--- src/rtl/core/gtt_pkg.sv ---
// ----------------------------------------------------------------------------
// gtt_pkg
// Types and codes shared by the transposed-transposed GEMM block.
// ----------------------------------------------------------------------------
package gtt_pkg;

  localparam int IDX_W  = 3;   // row / column index fields
  localparam int DIM_W  = 4;   // dimension registers
  localparam int VAL_W  = 16;  // Q8.8 element width
  localparam int ACT_W  = 2;
  localparam int CIDX_W = 3;   // configuration register index

  localparam logic [ACT_W-1:0] ACT_WRITE_A = 2'd0;
  localparam logic [ACT_W-1:0] ACT_WRITE_B = 2'd1;
  localparam logic [ACT_W-1:0] ACT_WRITE_C = 2'd2;
  localparam logic [ACT_W-1:0] ACT_COMPUTE = 2'd3;

  localparam logic [CIDX_W-1:0] REG_ROWS_M = 3'd0;
  localparam logic [CIDX_W-1:0] REG_COLS_N = 3'd1;
  localparam logic [CIDX_W-1:0] REG_DEPTH_K = 3'd2;
  localparam logic [CIDX_W-1:0] REG_ALPHA = 3'd3;
  localparam logic [CIDX_W-1:0] REG_BETA = 3'd4;

  typedef struct packed {
    logic [ACT_W-1:0]        action;
    logic [IDX_W-1:0]        row;
    logic [IDX_W-1:0]        col;
    logic signed [VAL_W-1:0] value;
  } in_t;

  typedef struct packed {
    logic [IDX_W-1:0]        out_row;
    logic [IDX_W-1:0]        out_col;
    logic signed [VAL_W-1:0] out_value;
    logic                    last;
  } out_t;

  // Dimensions already clamped to the array size.
  typedef struct packed {
    logic [DIM_W-1:0]        m;
    logic [DIM_W-1:0]        n;
    logic [DIM_W-1:0]        k;
    logic signed [VAL_W-1:0] alpha;
    logic signed [VAL_W-1:0] beta;
  } cfg_t;

  // Controller to datapath.
  typedef struct packed {
    logic             load;    // store a write item
    logic             rd_ab;   // read A[l][i] and B[j][l]
    logic             rd_c;    // read C[i][j]
    logic             clear;   // zero the accumulator
    logic             mul;     // form the scaled partial products
    logic             fin;     // round, saturate, write back, emit
    logic             last;
    logic [IDX_W-1:0] i;
    logic [IDX_W-1:0] j;
    logic [IDX_W-1:0] l;
  } cmd_t;

endpackage

--- src/rtl/core/gtt_cfg.sv ---
// ----------------------------------------------------------------------------
// gtt_cfg
// Configuration register file with dimension clamping.
// ----------------------------------------------------------------------------
module gtt_cfg #(
  parameter int MAX_DIM = 8
) (
  input  logic                      clk,
  input  logic                      rst,
  input  logic                      cfg_valid,
  output logic                      cfg_ready,
  input  logic [gtt_pkg::CIDX_W-1:0] cfg_index,
  input  logic [gtt_pkg::VAL_W-1:0]  cfg_data,
  output gtt_pkg::cfg_t             cfg
);
  import gtt_pkg::*;

  localparam logic [DIM_W-1:0] DIM_MAX = DIM_W'(MAX_DIM);

  logic [DIM_W-1:0]        rows_m;
  logic [DIM_W-1:0]        cols_n;
  logic [DIM_W-1:0]        depth_k;
  logic signed [VAL_W-1:0] alpha_gain;
  logic signed [VAL_W-1:0] beta_gain;

  assign cfg_ready = 1'b1;

  always_ff @(posedge clk) begin
    if (rst) begin
      rows_m     <= 4'd8;
      cols_n     <= 4'd8;
      depth_k    <= 4'd8;
      alpha_gain <= 16'sd256;
      beta_gain  <= 16'sd0;
    end else if (cfg_valid && cfg_ready) begin
      case (cfg_index)
        REG_ROWS_M:  rows_m     <= cfg_data[DIM_W-1:0];
        REG_COLS_N:  cols_n     <= cfg_data[DIM_W-1:0];
        REG_DEPTH_K: depth_k    <= cfg_data[DIM_W-1:0];
        REG_ALPHA:   alpha_gain <= $signed(cfg_data);
        REG_BETA:    beta_gain  <= $signed(cfg_data);
        default: ;
      endcase
    end
  end

  always_comb begin
    cfg.m     = (rows_m > DIM_MAX) ? DIM_MAX : rows_m;
    cfg.n     = (cols_n > DIM_MAX) ? DIM_MAX : cols_n;
    cfg.k     = (depth_k > DIM_MAX) ? DIM_MAX : depth_k;
    cfg.alpha = alpha_gain;
    cfg.beta  = beta_gain;
  end

endmodule

--- config.mk ---
export PLATFORM = sky130hd
export DESIGN_NAME = gtt_cfg
export DESIGN_NICKNAME = d
export VERILOG_FILES = /design/src/rtl/core/gtt_pkg.sv /design/src/rtl/core/gtt_cfg.sv
export SDC_FILE = /design/constraint.sdc
export NUM_CORES = 1
export LEC_CHECK = 0
export ABC_CLOCK_PERIOD_IN_PS = 2850
export BUFFER_PORTS_ARGS = -buffer_cell sky130_fd_sc_hd__buf_4
export CAP_MARGIN = 5
export CELL_PAD_IN_SITES_DETAIL_PLACEMENT = 1
export CELL_PAD_IN_SITES_GLOBAL_PLACEMENT = 1
export CORE_ASPECT_RATIO = 1.75
export CORE_MARGIN = 5
export CORE_UTILIZATION = 40
export DETAILED_ROUTE_END_ITERATION = 7
export GPL_ROUTABILITY_DRIVEN = 0
export PLACE_DENSITY = 0.91
export SLEW_MARGIN = 20
export SYNTH_ARGS = -nofsm -noshare
export SYNTH_HDL_FRONTEND = slang
export SYNTH_SLANG_ARGS = --single-unit
--- constraint.sdc ---
create_clock -name clk -period 2.85 [get_ports clk]
set_clock_uncertainty 0.2 [all_clocks]
set_input_delay 0.57 -clock clk [delete_from_list [all_inputs] [get_ports clk]]
set_output_delay 0.57 -clock clk [all_outputs]
set_load 0.01 [all_outputs]
After elaboration in Yosys (flattened, before gate mapping)
Cells that the tools add are included.
W data, S select, Z words.
- flip-flop bits (word level): 44
- input bits: 22
- word-level logic and storage cells: 21
- magnitude comparators: 3
- equality and inequality tests: 4
- mux-type cells: 3
- reductions and logical operators: 6
- operator list (operator ; number):
    $gt A4 B4 Y1 const B ; 3
    $mux W4 ; 3
    $reduce_and A2 Y1 ; 5
    $eq A3 B2 Y1 const B ; 2
    $eq A3 B1 Y1 const B ; 1
    $eq A3 B3 Y1 const B ; 1
    $logic_not A3 Y1 ; 1

Logic depth before layout (Yosys ltp)
Gate-level depths: netlist of the first run.
- word-level depth: 2
- depth in mapped cells: 4
- mapped depth without buffers: 2

Worst setup path after synthesis of the first run
Ideal clock, no wire load.
- path type: input to register
- start point: input port cfg_index[1] in the netlist's numbering
- end point: register rows_m[3]
- setup time: 0.123 ns
- arrival: 1.324 ns
- required time: 2.527 ns
- path slack: 1.203 ns
- cell stages on the path: 3
- path through: or4b_4 > buf_6 > mux2i_1
- cells in the longest elaborated chain, start to end: 2
- ends and longest elaborated chain (element ; line ; source):
    start, declared ; gtt_cfg.sv:12 ; input logic [gtt_pkg::CIDX_W-1:0] cfg_index,
    $logic_not A3 Y1 ; gtt_cfg.sv:36 ; case (cfg_index)
    $reduce_and A2 Y1 (no source line) ; - ;
    end signal, assigned ; gtt_cfg.sv:37 ; REG_ROWS_M: rows_m <= cfg_data[DIM_W-1:0];
    end, declared ; gtt_cfg.sv:20 ; logic [DIM_W-1:0] rows_m;
No other way between the ends.
A chain may end at the register's enable or synchronous reset.

==> results of run 1 <==
power by group through the flow:
stage | Sequential, W | Clock, W | Combinational, W
after floorplan | 0.000654 | 0 | 0.0000596
after global placement | 0.000650 | 0 | 0.000112
after detailed placement | 0.000651 | 0 | 0.000114
after CTS | 0.000637 | 0.000539 | 0.000115
after global routing | 0.000639 | 0.000564 | 0.000123
final | 0.000636 | 0.000519 | 0.000113
Yosys cell counts, drive strengths merged:
| cell type | instances | share of area |
|---|---|---|
| conb | 1 | 0.0020 |
| buf | 6 | 0.020 |
| nand4b | 1 | 0.0046 |
| dfxtp | 44 | 0.46 |
| mux2i | 44 | 0.23 |
| and4bb | 1 | 0.0065 |
| nand4bb | 3 | 0.018 |
| nor2 | 6 | 0.012 |
| nand2b | 56 | 0.18 |
| nor2b | 9 | 0.029 |
| and4b | 1 | 0.0059 |
| or4b | 1 | 0.0072 |
| clkbuf | 12 | 0.023 |
sequential cells by signal, indices dropped and copies added, names as in the netlist:
signal      flops
cols_n          4
alpha_gain     16
beta_gain      16
rows_m          4
depth_k         4
cell type report:
cell class	count	area (µm²)
tap	52	65.1
clock buffer	7	96.3
multi-input combinational	123	953
sequential	44	881
clock inverter	1	30.0
timing repair buffer	65	488
fill	544	2150
logic make-up after synthesis:
logic type,synth area share
other cells,0.00196
buf+inv,0.0437
flops,0.459
simple gates,0.265
mux,0.230
cell usage in the layout, fill, tap and decap left out, drive strengths merged:
master	n
and4b	1
and4bb	1
bufinv	1
nor2	6
clkbuf	7
conb	1
nor2b	9
nand2b	56
nand4b	1
dfxtp	44
or4b	1
buf	65
mux2i	44
nand4bb	3
worst max-delay path, stage by stage, from the launching register on:
cell and delay, ps:
dfxtp_1 420, nor2b_1 70, buf_4 140
per-layer routing:
layer  up-vias  share of wire
li1        705              -
met1       662           0.37
met2        48           0.55
met3         4          0.074
met4         0          0.011
met5         -              0
worst max-delay path by stage:
stage / startpoint / endpoint / slack [ps]
after floorplan: cfg_index[1] / rows_m[3] / 1200
after global placement: cfg_index[2] / alpha_gain[10] / 930
after detailed placement: cfg_index[2] / alpha_gain[10] / 850
after CTS: depth_k[3] / cfg[32] / 1120
after global routing: depth_k[3] / cfg[32] / 1070
final: depth_k[3] / cfg[32] / 1150
per-stage QoR:
stage	worst slack [ps]	std cells	utilization
3_3_place_gp	926	284	0.512
5_1_grt	1070	292	0.539
3_5_place_dp	852	284	0.512
6_report	1150	292	0.539
2_1_floorplan	1200	185	-
4_1_cts	1120	292	0.539
==> run_results.csv, run 1 <==
group,metric,value,unit
run_status,run_status,"finished clean",
cells_and_area,area_growth,31.1,%
power,pwr-share-seq,0.502,
placement,dp_hpwl,3380,µm
power,power.leakage,1.18,nW
floorplanning,core,4670,µm²
sta,slew-limit-headroom,0.544,
global_route,overflow,0,
cells_and_area,fin_nets,261,
power,p_clk_frac,0.409,
power,internal_power,0.00100,W
clock_network,clk_latency,290,ps
placement,io_buffer_count,65,
clock_network,cts-root-buf,"clkbuf_8",
logic_synthesis,synthesis.area,1920,µm²
clock_network,clkSinkCount,44,
clock_network,path_clk_slew,80,ps
sta,hold_violations,0,
drt,firstDrtPassIters,6,
global_route,top_usage_layer,"met2",
setup_path,cp-end-kind,"output pin",
min_path,hold_class,"reg -> reg",
setup_path,reg2reg_slack,1950,ps
clock_network,cts_setup_buffers,0,
sta,tightest_slew,681,ps
global_route,met3_usage,0.0511,
drt,totalWireLength,4600,µm
power,power,0.00127,W
drt,ant_nets,0,
logic_synthesis,synthesis.nets,207,
global_route,use_met2,0.275,
min_path,holdPathStages,2,
cells_and_area,antennaDiodeCount,0,
logic_synthesis,yosysSeqAreaShare,0.459,
floorplanning,die_h,102,µm
global_route,grt_max_degree,63,
floorplanning,io_pins,67,
clock_network,cts_tree,"built",
global_route,grtUsageMet1,0.151,
global_route,grt_pass1_vias,1499,
setup_path,crit_path_start_kind,"flip-flop",
setup_path,path_class,"reg -> out",
cells_and_area,drive_gt1_frac,0.317,
floorplanning,die-area,6330,µm²
setup_path,r2r_cells,2,
sta,rsz0062_at_grt,"false",
floorplanning,die_w,62.3,µm
drt,vias,1419,
setup_path,crit_arrival,930,ps
drt,drc,0,
drt,vias_per_cell,4.86,
global_route,antenna_found_initial,0,
power,ir_drop,0.338,mV
power,combPwrFrac,0.089,
cells_and_area,design_area,2510,µm²
global_route,gr-usage-all-layers,0.149,
clock_network,numCtsBuffers,5,
setup_path,cp_max_fo,5,
drt,wire_per_inst,15.8,µm
power,p_switching,0.000268,W
floorplanning,rows,33,
clock_network,htreeDepth,2,
min_path,min-delay-start,"beta_gain[7]",
logic_synthesis,post_synth.cell_area_avg,10.4,µm²
sta,drv_slew,0,
sta,timing.final.crit_share,0.596,
global_route,grt_pass1_wl,7470,µm
sta,setup_viol,0,
floorplanning,initial_utilization,0.411,
clock_network,cts_hold_buf,0,
logic_synthesis,ys_warn_count,0,
logic_synthesis,syn_inst,185,
job,max_cap_viol_count,0,
min_path,holdPathEnd,"beta_gain[7]",
sta,finalHoldWorstSlack,282,ps
power,swShare,0.212,
logic_synthesis,ys_ff_latch,44,
sta,max_freq,589,MHz
setup_path,required,2080,ps
clock_network,clock_path_buffers,2,
setup_path,timing.rr.start,"depth_k[3]",
logic_synthesis,synth_cell_types,15,
clock_network,cts_resized,0,
sta,setup-tns-final,0,ps
sta,min_period,1700,ps
power,power_density,504,nW/µm²
placement,place_area,2390,µm²
drt,drt-initial-drc-count,44,
setup_path,r2r-end,"depth_k[3]",
(Power assumes the default switching activity.)
==> inputs of run 2 (changes only) <==
ABC_CLOCK_PERIOD_IN_PS = 1500   (was 2850)
CORE_UTILIZATION = 33   (was 40)
PLACE_DENSITY = 0.81   (was 0.91)
clock period = 1.5 ns   (was 2.85 ns; I/O delays follow)
==> run 2 against run 1 <==
Utilization is 7.6 points lower. Hold slack worse by 190 ps. Sequential share of layout area is 1.2 points lower. Sequential cell count stayed put. Critical path depth stayed put. Die area is 18% higher. Count of clock-buffer cells in the layout is 1 higher. Register-to-register slack worse by 1300 ps. Cell area is 3.6% higher. Critical path type unchanged. Largest cell class unchanged. Highest routed layer unchanged.
==> run_results.csv, run 2 (synthesis gave the netlist of run 1 again) <==
group,metric,value,unit
global_route,grt_max_degree,25,
setup_path,cp_max_fo,5,
drt,drc,0,
global_route,antenna_found_initial,0,
global_route,gr-usage-all-layers,0.134,
clock_network,clk_latency,290,ps
sta,timing.final.crit_share,0.959,
job,max_cap_viol_count,0,
min_path,hold_class,"in -> reg",
setup_path,cp-end-kind,"output pin",
run_status,run_status,"finished clean",
cells_and_area,final_common_cell,"buf_4",
drt,ant_nets,0,
clock_network,numCtsBuffers,5,
cells_and_area,fill_cells,676,
power,internal_power,0.00170,W
power,ir_drop,0.376,mV
placement,dp_slack,21.4,ps
setup_path,timing.rr.start,"rows_m[3]",
placement,io_buffer_count,65,
floorplanning,die_h,111,µm
sta,rsz0062_at_grt,"false",
cells_and_area,area_growth,35.8,%
power,pwr-share-seq,0.552,
setup_path,path_class,"reg -> out",
setup_path,required,1000,ps
floorplanning,die_w,67.6,µm
power,power_density,841,nW/µm²
cells_and_area,fin_nets,270,
drt,firstDrtPassIters,3,
floorplanning,io_pins,67,
cells_and_area,final_core_util,0.463,
power,power.leakage,1.21,nW
power,combPwrFrac,0.107,
power,p_switching,0.000487,W
clock_network,clkSinkCount,44,
global_route,grt_pass1_vias,1592,
min_path,holdPathStages,3,
sta,hold_violations,0,
power,p_clk_frac,0.341,
drt,totalWireLength,4680,µm
clock_network,cts_tree,"built",
clock_network,clock_path_buffers,2,
setup_path,max_stage_delay,430,ps
setup_path,slowest_stage,"dfxtp_1",
clock_network,cts-root-buf,"clkbuf_8",
setup_path,r2r_cells,2,
cells_and_area,drive_gt1_frac,0.341,
setup_path,path_cells,"nor2b_2, buf_4",
cells_and_area,seq_area,881,µm²
sta,setup-tns-final,0,ps
placement,dp_hpwl,3660,µm
setup_path,crit_end,"cfg[42]",
setup_path,r2r-end,"rows_m[3]",
floorplanning,die-area,7500,µm²
min_path,min-delay-start,"cfg_data[8]",
clock_network,path_clk_slew,80,ps
drt,wire_per_inst,14.4,µm
sta,max_freq,695,MHz
power,swShare,0.223,
floorplanning,initial_utilization,0.341,
sta,timing.final.ws_setup,61.4,ps
drt,drt-initial-drc-count,50,
sta,setup_viol,0,
setup_path,crit_cells,2,
cells_and_area,layout_common_cells,"buf_4, nand2b_1, mux2i_1, dfxtp_1, nor2b_1",
setup_path,reg2reg_slack,610,ps
setup_path,crit_arrival,940,ps
global_route,grt_pass1_wl,7580,µm
global_route,overflow,0,
cells_and_area,multiInputGateArea,958,µm²
drt,vias_per_cell,4.57,
clock_network,cts_hold_buf,0,
drt,vias,1484,
clock_network,htreeDepth,2,
setup_path,crit_buf_inv,1,
cells_and_area,antennaDiodeCount,0,
sta,min_period,1440,ps
setup_path,critPathTopFamily,"flip-flops",
floorplanning,rows,36,
sta,drv_slew,0,
cells_and_area,reg_top3,"alpha_gain x16, beta_gain x16",
setup_path,crit_path_start_kind,"flip-flop",
setup_path,cp-startpoint,"rows_m[3]",
floorplanning,core,5630,µm²
-- run 2: how the worst min path moves through the flow --
stage                endpoint  slack, ps
2_1_floorplan       rows_m[0]        250
3_3_place_gp        cols_n[2]        260
3_5_place_dp        rows_m[1]        270
4_1_cts          beta_gain[8]         80
5_1_grt        alpha_gain[10]        100
6_report         beta_gain[8]         90
-- run 2: final cells by class --
cell class,instances,area share
clock buffer,8,0.0346
sequential,44,0.338
timing repair buffer,74,0.223
multi-input combinational,123,0.368
tap,76,0.0365
-- run 2: through the flow --
stage	instances	area, µm²	total power (W)	hold WS, ps
after global routing	325	2610	0.00231	95.9
after floorplan	185	1920	0.00135	248
final	325	2610	0.00219	87.6
after detailed placement	317	2510	0.00148	265
after global placement	317	2510	0.00147	258
after CTS	325	2600	0.00223	81.3
-- run 2: power by group through the flow --
stage          clock network (W)  registers (W)  logic, W
4_1_cts                 0.000783        0.00121  0.000240
5_1_grt                 0.000840        0.00121  0.000255
3_5_place_dp                   0        0.00124  0.000239
2_1_floorplan                  0        0.00124  0.000113
6_report                0.000747        0.00121  0.000234
3_3_place_gp                   0        0.00124  0.000233
-- run 2: repair_timing --
action / CTS / global route
resized for setup: 1 / 1
buffers inserted: 0 / 0
hold endpoints to repair: 0 / 0
setup endpoints to repair: 1 / 1
-- run 2: worst register-to-register path, cell delays in order (launching register included) --
cell	delay, ps
dfxtp_1	430
nor2_1	80
mux2i_1	120
-- run 2: per-layer routing --
metal / vias to the layer above / routed length (µm) / track usage
li1: 728 / - / -
met1: 708 / 1680 / 0.132
met2: 42 / 2640 / 0.247
met3: 6 / 278 / 0.0365
met4: 0 / 83 / 0.0569
met5: - / 0 / 0
==> inputs of run 3 (changes only) <==
CORE_UTILIZATION = 35   (was 33)
CTS_BUF_LIST = sky130_fd_sc_hd__clkbuf_8   (was default)
PLACE_DENSITY = 0.85   (was 0.81)
==> run 3 against run 2 <==
Maximum frequency increased by 0.81%. Global-route usage grew 0.75 points. Largest power group unchanged. Clock power decreased by 0.8%. Cell count decreased by 0.92%. Sequential cell count is the same. Via count decreased by 0.88%. Wire length is 1.6% higher. Total power down 0.26%.
==> run_results.csv, run 3 (synthesis gave the netlist of run 1 again) <==
group,metric,value,unit
sta,timing.final.crit_share,0.951,
clock_network,cts_resized,0,
cells_and_area,reg_top3,"alpha_gain x16, beta_gain x16",
sta,timing.final.ws_setup,72.9,ps
clock_network,clock_path_buffers,2,
power,power.leakage,1.21,nW
sta,drv_slew,0,
setup_path,r2r_cells,2,
drt,vias,1471,
global_route,grt_max_degree,24,
cells_and_area,finalNonFillerCells,322,
setup_path,critPathTopFamily,"flip-flops",
sta,min_period,1430,ps
sta,setup-tns-final,0,ps
setup_path,cp_max_fo,5,
setup_path,max_stage_delay,420,ps
floorplanning,initial_utilization,0.362,
clock_network,htreeDepth,2,
floorplanning,die_w,66.0,µm
placement,dp_slack,16.2,ps
clock_network,cts_setup_buffers,0,
sta,max_freq,701,MHz
cells_and_area,fin_nets,269,
setup_path,slowest_stage,"dfxtp_1",
setup_path,crit_buf_inv,1,
clock_network,clkSinkCount,44,
clock_network,cts-root-buf,"clkbuf_8",
global_route,antenna_found_initial,0,
placement,dp_hpwl,3650,µm
sta,hold_violations,0,
clock_network,cts_hold_buf,0,
setup_path,required,1000,ps
cells_and_area,layout_common_cells,"buf_4, nand2b_1, mux2i_1, dfxtp_1, nor2b_1",
floorplanning,rows,35,
floorplanning,core,5300,µm²
global_route,overflow,0,
setup_path,crit_path_start_kind,"flip-flop",
cells_and_area,antennaDiodeCount,0,
setup_path,path_cells,"nor2b_1, buf_4",
drt,drt-initial-drc-count,11,
sta,setup_viol,0,
drt,wire_per_inst,14.8,µm
drt,firstDrtPassIters,4,
placement,io_buffer_count,65,
setup_path,crit_arrival,930,ps
clock_network,numCtsBuffers,5,
drt,ant_nets,0,
sta,rsz0062_at_grt,"false",
clock_network,cts_tree,"built",
cells_and_area,final_common_cell,"buf_4",
drt,drc,0,
power,ir_drop,0.537,mV
floorplanning,die-area,7120,µm²
global_route,grt_pass1_vias,1537,
min_path,holdPathStages,3,
power,power_density,842,nW/µm²
job,max_cap_viol_count,0,
global_route,grt_pass1_wl,7750,µm
clock_network,clk_latency,290,ps
global_route,gr-usage-all-layers,0.142,
cells_and_area,drive_gt1_frac,0.335,
setup_path,crit_cells,2,
floorplanning,io_pins,67,
setup_path,cp-end-kind,"output pin",
drt,vias_per_cell,4.57,
cells_and_area,area_growth,35.2,%
run_status,run_status,"finished clean",
clock_network,path_clk_slew,80,ps
setup_path,path_class,"reg -> out",
floorplanning,die_h,108,µm
min_path,hold_class,"in -> reg",
placement,place_inst,314,
drt,totalWireLength,4750,µm
## run 3: worst paths after layout
path	start	end	slack (ps)
max reg2reg	cols_n[3]	cols_n[3]	610
min reg2reg	alpha_gain[5]	alpha_gain[5]	280
min	cfg_data[8]	alpha_gain[8]	80
max	cols_n[3]	cfg[37]	70
## run 3: layer usage
layer,vias to the layer above,wire (µm),track usage
met4,0,82,0.0523
met2,47,2530,0.250
met1,697,1790,0.154
met5,-,0,0
met3,5,343,0.0468
li1,722,-,-
## run 3: report_power, final
| group | switching (W) | leakage, nW | internal, W |
|---|---|---|---|
| combinational | 0.000101 | 0.804 | 0.000133 |
| sequential | 0.0000156 | 0.356 | 0.00119 |
| clock | 0.000379 | 0.0538 | 0.000362 |
| total | 0.000496 | 1.21 | 0.00169 |
## run 3: layout make-up
class	count	area (µm²)
multi-input combinational	123	956
clock buffer	6	82.6
timing repair buffer	73	573
tap	74	92.6
fill	611	2710
clock inverter	2	7.51
sequential	44	881
## run 3: worst register-to-register path, cell delays in order (launching register included)
cell and delay (ps):
dfxtp_1 420, nor2_1 80, mux2i_1 120
## run 3: metrics by stage
| step | instance area (µm²) | util | hold slack (ps) | total power, W |
|---|---|---|---|---|
| floorplan | 1920 | - | 248 | 0.00135 |
| global placement | 2500 | 0.472 | 257 | 0.00147 |
| detailed placement | 2500 | 0.472 | 268 | 0.00147 |
| CTS | 2590 | 0.489 | 70.9 | 0.00222 |
| global route | 2590 | 0.489 | 80.9 | 0.00229 |
| finish | 2590 | 0.489 | 80.0 | 0.00218 |
