**src/rtl/core/gtt_pkg.sv**
```systemverilog
// ----------------------------------------------------------------------------
// gtt_pkg
// Types and codes shared by the transposed-transposed GEMM block.
// ----------------------------------------------------------------------------
package gtt_pkg;

  localparam int IDX_W  = 3;   // row / column index fields
  localparam int DIM_W  = 4;   // dimension registers
  localparam int VAL_W  = 16;  // Q8.8 element width
  localparam int ACT_W  = 2;
  localparam int CIDX_W = 3;   // configuration register index

  localparam logic [ACT_W-1:0] ACT_WRITE_A = 2'd0;
  localparam logic [ACT_W-1:0] ACT_WRITE_B = 2'd1;
  localparam logic [ACT_W-1:0] ACT_WRITE_C = 2'd2;
  localparam logic [ACT_W-1:0] ACT_COMPUTE = 2'd3;

  localparam logic [CIDX_W-1:0] REG_ROWS_M = 3'd0;
  localparam logic [CIDX_W-1:0] REG_COLS_N = 3'd1;
  localparam logic [CIDX_W-1:0] REG_DEPTH_K = 3'd2;
  localparam logic [CIDX_W-1:0] REG_ALPHA = 3'd3;
  localparam logic [CIDX_W-1:0] REG_BETA = 3'd4;

  typedef struct packed {
    logic [ACT_W-1:0]        action;
    logic [IDX_W-1:0]        row;
    logic [IDX_W-1:0]        col;
    logic signed [VAL_W-1:0] value;
  } in_t;

  typedef struct packed {
    logic [IDX_W-1:0]        out_row;
    logic [IDX_W-1:0]        out_col;
    logic signed [VAL_W-1:0] out_value;
    logic                    last;
  } out_t;

  // Dimensions already clamped to the array size.
  typedef struct packed {
    logic [DIM_W-1:0]        m;
    logic [DIM_W-1:0]        n;
    logic [DIM_W-1:0]        k;
    logic signed [VAL_W-1:0] alpha;
    logic signed [VAL_W-1:0] beta;
  } cfg_t;

  // Controller to datapath.
  typedef struct packed {
    logic             load;    // store a write item
    logic             rd_ab;   // read A[l][i] and B[j][l]
    logic             rd_c;    // read C[i][j]
    logic             clear;   // zero the accumulator
    logic             mul;     // form the scaled partial products
    logic             fin;     // round, saturate, write back, emit
    logic             last;
    logic [IDX_W-1:0] i;
    logic [IDX_W-1:0] j;
    logic [IDX_W-1:0] l;
  } cmd_t;

endpackage

```
**src/rtl/core/gtt_ctrl.sv**
```systemverilog
// ----------------------------------------------------------------------------
// gtt_ctrl
// Sequencer: walks C column-major and issues the per-element MAC schedule.
// ----------------------------------------------------------------------------
module gtt_ctrl (
  input  logic          clk,
  input  logic          rst,
  input  logic          start,
  output logic          busy,
  input  gtt_pkg::in_t  item,
  input  gtt_pkg::cfg_t cfg,
  output gtt_pkg::cmd_t cmd
);
  import gtt_pkg::*;

  localparam logic [2:0] S_IDLE  = 3'd0;
  localparam logic [2:0] S_MAC   = 3'd1;
  localparam logic [2:0] S_DRAIN = 3'd2;
  localparam logic [2:0] S_MUL   = 3'd3;
  localparam logic [2:0] S_FIN   = 3'd4;

  logic [2:0]       state, state_next;
  logic [IDX_W-1:0] i, i_next;
  logic [IDX_W-1:0] j, j_next;
  logic [IDX_W-1:0] l, l_next;
  logic             accept;
  logic             i_end, j_end, l_end;

  assign busy   = (state != S_IDLE);
  assign accept = start && !busy;
  assign i_end  = ({1'b0, i} == cfg.m - 4'd1);
  assign j_end  = ({1'b0, j} == cfg.n - 4'd1);
  assign l_end  = ({1'b0, l} == cfg.k - 4'd1);

  always_comb begin
    state_next = state;
    i_next     = i;
    j_next     = j;
    l_next     = l;
    cmd        = '0;
    cmd.i      = i;
    cmd.j      = j;
    cmd.l      = l;
    case (state)
      S_IDLE: begin
        cmd.load = accept && (item.action != ACT_COMPUTE);
        if (accept && item.action == ACT_COMPUTE && cfg.m != '0 && cfg.n != '0) begin
          cmd.clear  = 1'b1;
          i_next     = '0;
          j_next     = '0;
          l_next     = '0;
          state_next = (cfg.k == '0) ? S_DRAIN : S_MAC;
        end
      end
      S_MAC: begin
        cmd.rd_ab = 1'b1;
        if (l_end) begin
          l_next     = '0;
          state_next = S_DRAIN;
        end else begin
          l_next = l + 3'd1;
        end
      end
      S_DRAIN: begin
        cmd.rd_c   = 1'b1;
        state_next = S_MUL;
      end
      S_MUL: begin
        cmd.mul    = 1'b1;
        state_next = S_FIN;
      end
      S_FIN: begin
        cmd.fin   = 1'b1;
        cmd.clear = 1'b1;
        cmd.last  = i_end && j_end;
        if (i_end && j_end) begin
          state_next = S_IDLE;
        end else begin
          if (i_end) begin
            i_next = '0;
            j_next = j + 3'd1;
          end else begin
            i_next = i + 3'd1;
          end
          state_next = (cfg.k == '0) ? S_DRAIN : S_MAC;
        end
      end
      default: state_next = S_IDLE;
    endcase
  end

  always_ff @(posedge clk) begin
    if (rst) begin
      state <= S_IDLE;
      i     <= '0;
      j     <= '0;
      l     <= '0;
    end else begin
      state <= state_next;
      i     <= i_next;
      j     <= j_next;
      l     <= l_next;
    end
  end

endmodule

```
**config.mk**
```make
export PLATFORM = sky130hd
export DESIGN_NAME = gtt_ctrl
export DESIGN_NICKNAME = d
export VERILOG_FILES = /design/src/rtl/core/gtt_pkg.sv /design/src/rtl/core/gtt_ctrl.sv
export SDC_FILE = /design/constraint.sdc
export NUM_CORES = 1
export LEC_CHECK = 0
export ABC_CLOCK_PERIOD_IN_PS = 7400
export BUFFER_PORTS_ARGS = -buffer_cell sky130_fd_sc_hd__buf_2
export CORE_MARGIN = 2
export CORE_UTILIZATION = 39
export CTS_CLUSTER_SIZE = 20
export DETAILED_ROUTE_END_ITERATION = 16
export GPL_TIMING_DRIVEN = 0
export PLACE_DENSITY = 0.82
export SLEW_MARGIN = 20
export SYNTH_ARGS = -nofsm -noshare
export SYNTH_HDL_FRONTEND = slang
export SYNTH_SLANG_ARGS = --single-unit
export TNS_END_PERCENT = 10
```
**constraint.sdc**
```tcl
create_clock -name clk -period 7.4 [get_ports clk]
set_input_delay 1.48 -clock clk [delete_from_list [all_inputs] [get_ports clk]]
set_output_delay 1.48 -clock clk [all_outputs]
set_load 0.05 [all_outputs]
```
Word level (Yosys, flattened, before mapping) --
Index checks and enable logic that the tools add are counted.
Storage, ports and cells: word-level logic and storage cells 62, output and inout bits 17, flip-flop bits (word level) 12
Cells by class: equality and inequality tests 13, reductions and logical operators 18, add/sub/neg operators 6, mux-type cells 21
Operators by type and width (number):
- $mux W3 | 8
- $pmux W3 S2 | 3
- $pmux W3 S5 | 1
- $eq A3 B4 Y1 | 3
- $sub A4 B1 Y4 const B | 3
- $ne A2 B2 Y1 const B | 5
- $add A3 B1 Y3 const B | 3
- $reduce_bool A4 Y1 | 2
- $eq A3 B2 Y1 const B | 2
- $logic_and A1 B1 Y1 | 6
- $mux W2 | 3
- $mux W1 | 5
- $logic_not A4 Y1 | 1
- $reduce_and A2 Y1 | 2
- $reduce_and A4 Y1 | 1
- $reduce_bool A2 Y1 | 2
- $eq A3 B1 Y1 const B | 1
- $eq A3 B3 Y1 const B | 1
- $logic_not A3 Y1 | 1
- $reduce_and A3 Y1 | 1
- $reduce_bool A3 Y1 | 1
- $eq A2 B2 Y1 const B | 1
- $pmux W1 S2 | 1
- $logic_not A1 Y1 | 1

Longest topological paths before layout --
Gate-level depths: netlist of the first run.
word-level depth 8, mapped depth 8, mapped depth without buffers 8

Worst setup path before layout of the first run --
OpenSTA, ideal clock, no wires.
path kind input port to output port, start in cfg[40] (netlist bit), end out cmd[9] (netlist bit), data arrival time 3.122 ns, data required time 5.920 ns, setup slack 2.798 ns, cell stages on the path 6, path through inv_1 > ha_1 > xor2_1 > or4b_4 > a211oi_4 > and3_2
RTL lines:
- start, declared | RTL line gtt_ctrl.sv:11 | input gtt_pkg::cfg_t cfg,
- end, declared | RTL line gtt_ctrl.sv:12 | output gtt_pkg::cmd_t cmd

==> flow_metrics.env, run 1 <==
export IMPL_run_status="complete, no violations"
export IMPL_endpoint_kind="output pin"
export IMPL_rsz0062_at_grt="no"
export IMPL_core_area_um2=2230
export IMPL_timing_hold_ws_ns=0.526
export IMPL_fin_setup_tns_ns=0
export IMPL_area_growth_pct=23.2
export IMPL_period_needed_ns=4.89
export IMPL_synth_seq_cells=12
export IMPL_mostFrequentLayoutCells="sky130_fd_sc_hd__buf_2, sky130_fd_sc_hd__nor2_1, sky130_fd_sc_hd__dfxtp_1"
export IMPL_use_met1=0.212
export IMPL_post_route_period_util=0.661
export IMPL_post_synth_inst_count=112
export IMPL_cts_stage_hold_buffer_count=0
export IMPL_placement_io_buffers=32
export IMPL_crit_path_top_delay_cell="sky130_fd_sc_hd__or4b_4"
export IMPL_worstSkewPairLatency_ns=0.27
export IMPL_post_cts_buffers=0
export IMPL_timing_setup_critical_path_class="in -> out"
export IMPL_final_max_slew_violation_count=0
export IMPL_cts_root_buf="sky130_fd_sc_hd__clkbuf_4"
export IMPL_mostFrequentLayoutCell="sky130_fd_sc_hd__buf_2"
export IMPL_fin_worst_skew_ns=0.00416
export IMPL_dieArea_um2=2810
export IMPL_clock_slew_at_reported_path_ffs_ns=0.06
export IMPL_worst_r2r_setup_slack_ns=5.28
export IMPL_timing_final_hold_violations=0
export IMPL_maximum_number_of_pins_on_one_net_before_global_route_repair=11
export IMPL_cts_sinks=12
export IMPL_slew_headroom=0.665
export IMPL_antennaDiodeCount=0
export IMPL_grt_total_usage=0.169
export IMPL_sequential_fraction_of_the_synthesis_area=0.256
export IMPL_cpMostUsedCell="sky130_fd_sc_hd__buf_2"
export IMPL_drt_wl_total_um=1990
export IMPL_vdd_ir_drop_worst_v=0.000106
export IMPL_global_route_wire_length_before_repair_um=3570
export IMPL_grt_pass1_vias=870
export IMPL_tightest_slew_ns=0.502
export IMPL_hold_path_class="reg -> reg"
export IMPL_cts_buffers=3
export IMPL_avgRoutedWirePerCell_um=11.4
export IMPL_antenna_found_initial=0
export IMPL_vias_per_cell=5.19
export IMPL_dp_hpwl_um=1720
export IMPL_use_met2=0.292
export IMPL_postRouteAntennaNets=0
export IMPL_clk_path_buf_depth=2
export IMPL_routability_congestion_estimate_from_global_placement=0.760
export IMPL_crit_arrival_ns=3.41
export IMPL_nFillCells=222
export IMPL_synth_yosys_warnings=0
export IMPL_syn_mean_instance_area_um2=8.37
export IMPL_mappedNetlistArea_um2=937
export IMPL_timing_final_setup_violations=0
export IMPL_clock_tree_htree_level_count=1
export IMPL_drv_max_cap_violation_count=0
export IMPL_synth_enable_flop_cells=0
export IMPL_dr_total_vias=908
export IMPL_synth_async_reset_ratio=0
export IMPL_post_cts_resized=0
export IMPL_timing_critical_path_slowest_cell_delay_ns=0.50
export IMPL_grt_busiest_layer="met2"
export IMPL_row_count=17
export IMPL_synth_top_flop_cell="sky130_fd_sc_hd__dfxtp_1"
export IMPL_dieWidth_um=53.0
export IMPL_num_nets_final=229
export IMPL_synthDistinctLibCells=39
export IMPL_cp_start_kind="input pin"
export IMPL_fmaxAchievable_mhz=204
export IMPL_drt_first_pass_iters=4
export IMPL_crit_fanout=6
export IMPL_drt_initial_drc_count=12
export IMPL_grt_util_met3=0.0395
export IMPL_data_required_time_at_the_worst_endpoint_ns=5.92
export IMPL_start_util=0.420
export IMPL_cellLeakagePower_nw=0.566
export IMPL_overflow=0
export IMPL_cts_tree="built"
export IMPL_syn_num_nets=192
export IMPL_ioPinCount=88
export IMPL_drcViolationCount=0
export IMPL_cp_cell_sequence="buf_2 -> inv_1 -> ha_1 -> xor2_1 -> or4b_4 -> a211oi_4 -> and3_2 -> buf_2"
export IMPL_post_route_cells_drive_above_1_share=0.279
export IMPL_die_height_um=53.0
export IMPL_cellPowerDensity_nw_per_um2=129
[cells in the mapped netlist, types with 2 or more instances]
library cell / number / area share
sky130_fd_sc_hd__nand3_1: 2 / 0.011
sky130_fd_sc_hd__inv_1: 10 / 0.040
sky130_fd_sc_hd__a21oi_1: 4 / 0.021
sky130_fd_sc_hd__xnor2_1: 7 / 0.065
sky130_fd_sc_hd__xor2_1: 5 / 0.047
sky130_fd_sc_hd__o21ai_0: 7 / 0.037
sky130_fd_sc_hd__a211oi_1: 2 / 0.016
sky130_fd_sc_hd__dfxtp_1: 12 / 0.26
sky130_fd_sc_hd__nor2b_1: 3 / 0.020
sky130_fd_sc_hd__nand2_1: 4 / 0.016
sky130_fd_sc_hd__nor2_1: 13 / 0.052
sky130_fd_sc_hd__nor3_1: 5 / 0.027
sky130_fd_sc_hd__and2_1: 2 / 0.013
sky130_fd_sc_hd__nand3b_1: 2 / 0.016
sky130_fd_sc_hd__ha_1: 9 / 0.12
sky130_fd_sc_hd__mux2i_1: 2 / 0.021
[registers in the layout, indices dropped and copies added (netlist names)]
signal,flops
i,3
j,3
l,3
state,3
[worst paths after layout]
kind,cells after the start,endpoint,startpoint
setup / recovery,8,cmd[9],cfg[40]
hold / removal,2,i[1],i[1]
setup reg to reg,6,state[0],i[2]
hold reg to reg,2,i[1],i[1]
[per-stage QoR]
| stage | utilization | cells | total power [mW] | setup slack (ns) | cell area, um2 |
|---|---|---|---|---|---|
| floorplan | - | 112 | 0.0995 | 2.80 | 937 |
| global placement | 0.507 | 172 | 0.111 | 2.53 | 1130 |
| detailed placement | 0.507 | 172 | 0.112 | 2.49 | 1130 |
| CTS | 0.517 | 175 | 0.150 | 2.49 | 1150 |
| global route | 0.517 | 175 | 0.157 | 2.41 | 1150 |
| finish | 0.517 | 175 | 0.149 | 2.51 | 1150 |
[layer usage]
metal	vias up	part of all wire	routed length, um
met5	-	0	0
met4	0	0.0030	6
met3	2	0.049	97
met2	20	0.52	1030
met1	415	0.43	856
li1	471	-	-
[power by group]
group / total, mW / internal (mW) / switching, mW
clock: 0.0382 / 0.0188 / 0.0194
combinational: 0.0428 / 0.0159 / 0.0269
sequential: 0.0678 / 0.0659 / 0.00187
total: 0.149 / 0.101 / 0.0482
[kinds of logic (layout without fill, tap and decap cells)]
group,Yosys count,count (layout),synth area share
AOI/OAI and AO/OA,25,25,0.214
adders and majority gates,9,9,0.120
DFF,12,12,0.256
and+or+nand+nor,40,40,0.228
xor gates and xnor gates,12,12,0.112
buffers and inverters,12,47,0.0481
muxes,2,2,0.0214
[layout make-up]
| cell class | instances | area, um2 | area share |
|---|---|---|---|
| Buffer | 2 | 7.51 | 0.00650 |
| Clock buffer | 3 | 22.5 | 0.0195 |
| Inverter | 10 | 37.5 | 0.0325 |
| Multi-Input combinational cell | 88 | 652 | 0.564 |
| Sequential cell | 12 | 240 | 0.208 |
| Tap cell | 28 | 35.0 | 0.0303 |
| Timing Repair Buffer | 32 | 160 | 0.139 |
[critical path: cells and delay by family]
family | cells | cell delay (ns)
AND/OR/NAND/NOR | 2 | 0.73
XOR/XNOR | 1 | 0.16
buffers and inverters | 3 | 0.43
adder cells (fa/ha/maj) | 1 | 0.21
AO/OA/AOI/OAI | 1 | 0.40
No activity file was read; power rests on OpenSTA's default activity.
==> run 2, diff against run 1 <==
--- a/config.mk
+++ b/config.mk
@@ -5,14 +5,14 @@
 export SDC_FILE = /design/constraint.sdc
 export NUM_CORES = 1
 export LEC_CHECK = 0
-export ABC_CLOCK_PERIOD_IN_PS = 7400
+export ABC_CLOCK_PERIOD_IN_PS = 4400
 export BUFFER_PORTS_ARGS = -buffer_cell sky130_fd_sc_hd__buf_2
 export CORE_MARGIN = 2
-export CORE_UTILIZATION = 39
+export CORE_UTILIZATION = 33
 export CTS_CLUSTER_SIZE = 20
 export DETAILED_ROUTE_END_ITERATION = 16
 export GPL_TIMING_DRIVEN = 0
-export PLACE_DENSITY = 0.82
+export PLACE_DENSITY = 0.73
 export SLEW_MARGIN = 20
 export SYNTH_ARGS = -nofsm -noshare
 export SYNTH_HDL_FRONTEND = slang
==> constraint.sdc (replaced) <==
create_clock -name clk -period 4.4 [get_ports clk]
set_input_delay 0.88 -clock clk [delete_from_list [all_inputs] [get_ports clk]]
set_output_delay 0.88 -clock clk [all_outputs]
set_load 0.05 [all_outputs]
==> run 2 against run 1 <==
Worst hold slack got worse by 0.0016 ns. Sequential share of layout area fell by 0.31 points. Final cell count rose by 2.3%. Register-to-register slack got worse by 3.0 ns. Critical path type unchanged. Largest power group unchanged.
==> flow_metrics.env, run 2 (synthesis gave the netlist of run 1 again) <==
export IMPL_p_comb_frac=0.261
export IMPL_crit_path_top_delay_cell="sky130_fd_sc_hd__or4b_4"
export IMPL_start_util=0.343
export IMPL_drt_initial_drc_count=25
export IMPL_worstSkewPairLatency_ns=0.28
export IMPL_rsz0062_at_grt="no"
export IMPL_cp_cell_sequence="buf_2 -> inv_1 -> ha_1 -> xor2_1 -> or4b_4 -> a211oi_4 -> and3_2 -> buf_2"
export IMPL_period_needed_ns=3.67
export IMPL_fmaxAchievable_mhz=272
export IMPL_routability_congestion_estimate_from_global_placement=0.785
export IMPL_cp_start_kind="input pin"
export IMPL_die_height_um=57.3
export IMPL_critical_path_cell_count=8
export IMPL_timing_hold_ws_ns=0.524
export IMPL_antenna_found_initial=0
export IMPL_cts_buffers=3
export IMPL_reg2reg_from="i[2]"
export IMPL_data_required_time_at_the_worst_endpoint_ns=3.52
export IMPL_core_area_um2=2730
export IMPL_grt_pass1_vias=924
export IMPL_drt_first_pass_iters=4
export IMPL_cellPowerDensity_nw_per_um2=237
export IMPL_dr_total_vias=908
export IMPL_finish_instance_area_um2=1170
export IMPL_crit_start="cfg[40]"
export IMPL_final_critical_path_setup_slack_ns=0.727
export IMPL_worst_r2r_cell_count=6
export IMPL_area_growth_pct=25.1
export IMPL_hold_path_startpoint="i[1]"
export IMPL_final_instance_count_excl_fill=179
export IMPL_row_count=19
export IMPL_path_buf_inv=3
export IMPL_postRouteAntennaNets=0
export IMPL_post_place_ws_ns=0.701
export IMPL_global_route_wire_length_before_repair_um=3720
export IMPL_mostFrequentLayoutCell="sky130_fd_sc_hd__buf_2"
export IMPL_clk_path_buf_depth=2
export IMPL_crit_arrival_ns=2.79
export IMPL_dp_hpwl_um=1790
export IMPL_post_dp_cell_area_um2=1140
export IMPL_timing_final_setup_violations=0
export IMPL_sequential_cell_area_um2=240
export IMPL_fin_worst_skew_ns=0.00666
export IMPL_placement_io_buffers=32
export IMPL_p_clk_frac=0.329
export IMPL_multi_input_comb_area_um2=652
export IMPL_drv_max_cap_violation_count=0
export IMPL_post_cts_resized=0
export IMPL_final_max_slew_violation_count=0
export IMPL_timing_setup_critical_path_class="in -> out"
export IMPL_switching_power_uw=89.7
export IMPL_hold_path_class="reg -> reg"
export IMPL_endpoint_kind="output pin"
export IMPL_post_route_cells_drive_above_1_share=0.284
export IMPL_fin_setup_tns_ns=0
export IMPL_power_total_uw=277
export IMPL_vdd_ir_drop_worst_v=0.000103
export IMPL_cts_stage_hold_buffer_count=0
export IMPL_cellLeakagePower_nw=0.573
export IMPL_cts_root_buf="sky130_fd_sc_hd__clkbuf_4"
export IMPL_cts_sinks=12
export IMPL_switching_share=0.323
export IMPL_post_route_period_util=0.835
export IMPL_fin_util=0.429
export IMPL_drcViolationCount=0
export IMPL_grt_total_usage=0.145
export IMPL_mostFrequentLayoutCells="sky130_fd_sc_hd__buf_2, sky130_fd_sc_hd__nor2_1, sky130_fd_sc_hd__dfxtp_1"
export IMPL_timing_final_hold_violations=0
export IMPL_slew_headroom=0.647
export IMPL_run_status="complete, no violations"
export IMPL_internal_power_component_uw=188
export IMPL_timing_critical_path_slowest_cell_delay_ns=0.50
export IMPL_tightest_slew_ns=0.530
export IMPL_seq_power_share=0.410
export IMPL_cpMostUsedCell="sky130_fd_sc_hd__buf_2"
export IMPL_post_cts_buffers=0
export IMPL_clock_slew_at_reported_path_ffs_ns=0.08
export IMPL_antennaDiodeCount=0
export IMPL_overflow=0
export IMPL_place_detailed_instances=175
export IMPL_crit_fanout=6
export IMPL_ioPinCount=88
export IMPL_cts_tree="built"
export IMPL_hold_depth=2
export IMPL_vias_per_cell=5.07
export IMPL_clock_tree_htree_level_count=1
export IMPL_drt_wl_total_um=2170
export IMPL_nFillCells=278
export IMPL_num_nets_final=229
export IMPL_dieArea_um2=3280
export IMPL_dieWidth_um=57.3
export IMPL_avgRoutedWirePerCell_um=12.1
export IMPL_cp_top_family="simple AND/OR/NAND/NOR gates"
export IMPL_maximum_number_of_pins_on_one_net_before_global_route_repair=11
[run 2: cell types whose count changed in the layout (fill, tap and decap cells not counted), sizes merged]
cell | before | now
clkbuf | 4 | 5
[run 2: path summary, 6_finish.rpt]
| kind | end | slack (ns) |
|---|---|---|
| hold reg to reg | i[1] | 0.52 |
| setup / recovery | cmd[9] | 0.73 |
| setup reg to reg | state[0] | 2.30 |
| hold / removal | i[1] | 0.52 |
[run 2: power groups by stage]
stage	Combinational (mW)	Sequential (mW)	Clock, mW
6_report	0.0725	0.114	0.0913
5_1_grt	0.0799	0.114	0.0991
4_1_cts	0.0728	0.114	0.0911
3_5_place_dp	0.0725	0.116	0
3_3_place_gp	0.0697	0.116	0
2_1_floorplan	0.0468	0.121	0
[run 2: layer usage]
metal,vias to the layer above,GRT usage,routed length (um)
li1,469,-,-
met1,402,0.171,962
met2,31,0.245,1060
met3,6,0.0317,97
met4,0,0.0764,41
met5,-,0,0
[run 2: cell type report]
| class | instances | share of cell area |
|---|---|---|
| multi-input cells | 88 | 0.556 |
| flip-flops and latches | 12 | 0.205 |
| repair buffers | 32 | 0.137 |
| well taps | 31 | 0.0331 |
| inverters | 10 | 0.0320 |
| clock buffers | 4 | 0.0309 |
| plain buffers | 2 | 0.00640 |
[run 2: worst register-to-register path: stages, from the launching register on]
cell and delay (ns):
sky130_fd_sc_hd__dfxtp_1 0.35, sky130_fd_sc_hd__xor2_1 0.18, sky130_fd_sc_hd__or4b_4 0.50, sky130_fd_sc_hd__a211oi_4 0.39, sky130_fd_sc_hd__a31oi_1 0.22, sky130_fd_sc_hd__a211oi_1 0.28, sky130_fd_sc_hd__nor2_1 0.06
==> run 3, diff against run 2 <==
--- a/config.mk
+++ b/config.mk
@@ -5,7 +5,7 @@
 export SDC_FILE = /design/constraint.sdc
 export NUM_CORES = 1
 export LEC_CHECK = 0
-export ABC_CLOCK_PERIOD_IN_PS = 4400
+export ABC_CLOCK_PERIOD_IN_PS = 3300
 export BUFFER_PORTS_ARGS = -buffer_cell sky130_fd_sc_hd__buf_2
 export CORE_MARGIN = 2
 export CORE_UTILIZATION = 33
==> constraint.sdc (replaced) <==
create_clock -name clk -period 3.3 [get_ports clk]
set_input_delay 0.66 -clock clk [delete_from_list [all_inputs] [get_ports clk]]
set_output_delay 0.66 -clock clk [all_outputs]
set_load 0.05 [all_outputs]
==> run 3 against run 2 <==
Count of clock-buffer cells in the layout unchanged. Highest routed layer unchanged. Setup slack worse by 0.63 ns. Wire length unchanged. Largest cell class unchanged. Power up 33%. Cell area unchanged. Register-to-register slack worse by 1.1 ns. Flip-flop and latch count unchanged.
==> flow_metrics.env, run 3 (synthesis gave the netlist of run 1 again) <==
export IMPL_global_route_wire_length_before_repair_um=3720
export IMPL_cellLeakagePower_nw=0.573
export IMPL_num_nets_final=229
export IMPL_cts_buffers=3
export IMPL_drt_wl_total_um=2170
export IMPL_routability_congestion_estimate_from_global_placement=0.785
export IMPL_drcViolationCount=0
export IMPL_dieWidth_um=57.3
export IMPL_grt_pass1_vias=924
export IMPL_post_route_period_util=0.971
export IMPL_post_route_cells_drive_above_1_share=0.284
export IMPL_timing_final_hold_violations=0
export IMPL_cpMostUsedCell="sky130_fd_sc_hd__buf_2"
export IMPL_post_cts_resized=0
export IMPL_period_needed_ns=3.21
export IMPL_crit_arrival_ns=2.55
export IMPL_grt_total_usage=0.145
export IMPL_run_status="complete, no violations"
export IMPL_cts_sinks=12
export IMPL_post_cts_buffers=0
export IMPL_slew_headroom=0.647
export IMPL_data_required_time_at_the_worst_endpoint_ns=2.64
export IMPL_worstReg2RegEnd="state[0]"
export IMPL_die_height_um=57.3
export IMPL_dieArea_um2=3280
export IMPL_mostFrequentLayoutCells="sky130_fd_sc_hd__buf_2, sky130_fd_sc_hd__nor2_1, sky130_fd_sc_hd__dfxtp_1"
export IMPL_endpoint_kind="output pin"
export IMPL_dp_hpwl_um=1790
export IMPL_fin_util=0.429
export IMPL_path_buf_inv=3
export IMPL_hold_path_class="reg -> reg"
export IMPL_post_place_ws_ns=0.0414
export IMPL_start_util=0.343
export IMPL_cp_top_family="simple AND/OR/NAND/NOR gates"
export IMPL_fmaxAchievable_mhz=312
export IMPL_hold_path_startpoint="i[1]"
export IMPL_cts_tree="built"
export IMPL_fin_setup_tns_ns=0
export IMPL_overflow=0
export IMPL_cp_cell_sequence="buf_2 -> inv_1 -> ha_1 -> xor2_1 -> or4b_4 -> a211oi_4 -> and3_2 -> buf_2"
export IMPL_worstSkewPairLatency_ns=0.28
export IMPL_sequential_cell_area_um2=240
export IMPL_endpoint_of_the_worst_hold_timing_path="i[1]"
export IMPL_vdd_ir_drop_worst_v=0.000138
export IMPL_row_count=19
export IMPL_worst_r2r_setup_slack_ns=1.23
export IMPL_final_critical_path_setup_slack_ns=0.0945
export IMPL_reg2reg_from="i[2]"
export IMPL_antenna_found_initial=0
export IMPL_core_area_um2=2730
export IMPL_drt_initial_drc_count=25
export IMPL_timing_critical_path_slowest_cell_delay_ns=0.50
export IMPL_place_detailed_instances=175
export IMPL_post_dp_cell_area_um2=1140
export IMPL_finish_instance_area_um2=1170
export IMPL_clock_tree_htree_level_count=1
export IMPL_mostFrequentLayoutCell="sky130_fd_sc_hd__buf_2"
export IMPL_drt_first_pass_iters=4
export IMPL_avgRoutedWirePerCell_um=12.1
export IMPL_fin_worst_skew_ns=0.00666
export IMPL_cp_start_kind="input pin"
export IMPL_final_max_slew_violation_count=0
export IMPL_crit_fanout=6
export IMPL_timing_final_setup_violations=0
export IMPL_vias_per_cell=5.07
export IMPL_antennaDiodeCount=0
export IMPL_placement_io_buffers=32
export IMPL_hold_depth=2
export IMPL_cellPowerDensity_nw_per_um2=316
export IMPL_timing_setup_critical_path_class="in -> out"
export IMPL_clk_path_buf_depth=2
export IMPL_nFillCells=278
export IMPL_tightest_slew_ns=0.530
export IMPL_rsz0062_at_grt="no"
export IMPL_maximum_number_of_pins_on_one_net_before_global_route_repair=11
export IMPL_crit_path_top_delay_cell="sky130_fd_sc_hd__or4b_4"
export IMPL_worst_r2r_cell_count=6
export IMPL_final_instance_count_excl_fill=179
export IMPL_cts_stage_hold_buffer_count=0
export IMPL_cts_root_buf="sky130_fd_sc_hd__clkbuf_4"
export IMPL_ioPinCount=88
export IMPL_drv_max_cap_violation_count=0
export IMPL_multi_input_comb_area_um2=652
export IMPL_dr_total_vias=908
export IMPL_area_growth_pct=25.1
export IMPL_clock_slew_at_reported_path_ffs_ns=0.08
export IMPL_postRouteAntennaNets=0
==> run 3: layout make-up <==
type	count	share of cell area
Sequential cell	12	0.205
Multi-Input combinational cell	88	0.556
Timing Repair Buffer	32	0.137
Tap cell	31	0.0331
Buffer	2	0.00640
Inverter	10	0.0320
Clock buffer	4	0.0309
==> run 3: how the worst max path moves through the flow <==
stage / from / endpoint / cells after the start
global route: cfg[40] / cmd[9] / 8
detailed placement: cfg[40] / cmd[9] / 8
global placement: cfg[40] / cmd[9] / 8
CTS: cfg[40] / cmd[9] / 8
finish: cfg[40] / cmd[9] / 8
floorplan: cfg[40] / cmd[9] / 6
==> run 3: worst register-to-register path, cell delays in order (launching register included) <==
cell                       delay [ns]
sky130_fd_sc_hd__dfxtp_1         0.35
sky130_fd_sc_hd__xor2_1          0.18
sky130_fd_sc_hd__or4b_4          0.50
sky130_fd_sc_hd__a211oi_4        0.36
sky130_fd_sc_hd__a31oi_1         0.22
sky130_fd_sc_hd__a211oi_1        0.28
sky130_fd_sc_hd__nor2_1          0.06
==> run 3: metal layers <==
| layer | part of all wire | global-route usage | vias up |
|---|---|---|---|
| met1 | 0.44 | 0.171 | 402 |
| met5 | 0 | 0 | - |
| met3 | 0.045 | 0.0317 | 6 |
| met2 | 0.49 | 0.245 | 31 |
| li1 | - | - | 469 |
| met4 | 0.019 | 0.0764 | 0 |
==> run 3: power breakdown <==
part           switching (mW)  leakage [nW]  internal, mW
registers             0.00403        0.0969         0.148
logic                  0.0611         0.455        0.0355
clock network          0.0545        0.0210        0.0672
total                   0.120         0.573         0.250
==> run 3: stage by stage <==
stage	hold slack (ns)	power (mW)
global route	0.571	0.391
floorplan	0.586	0.223
detailed placement	0.512	0.252
global placement	0.498	0.248
finish	0.524	0.370
CTS	0.524	0.370
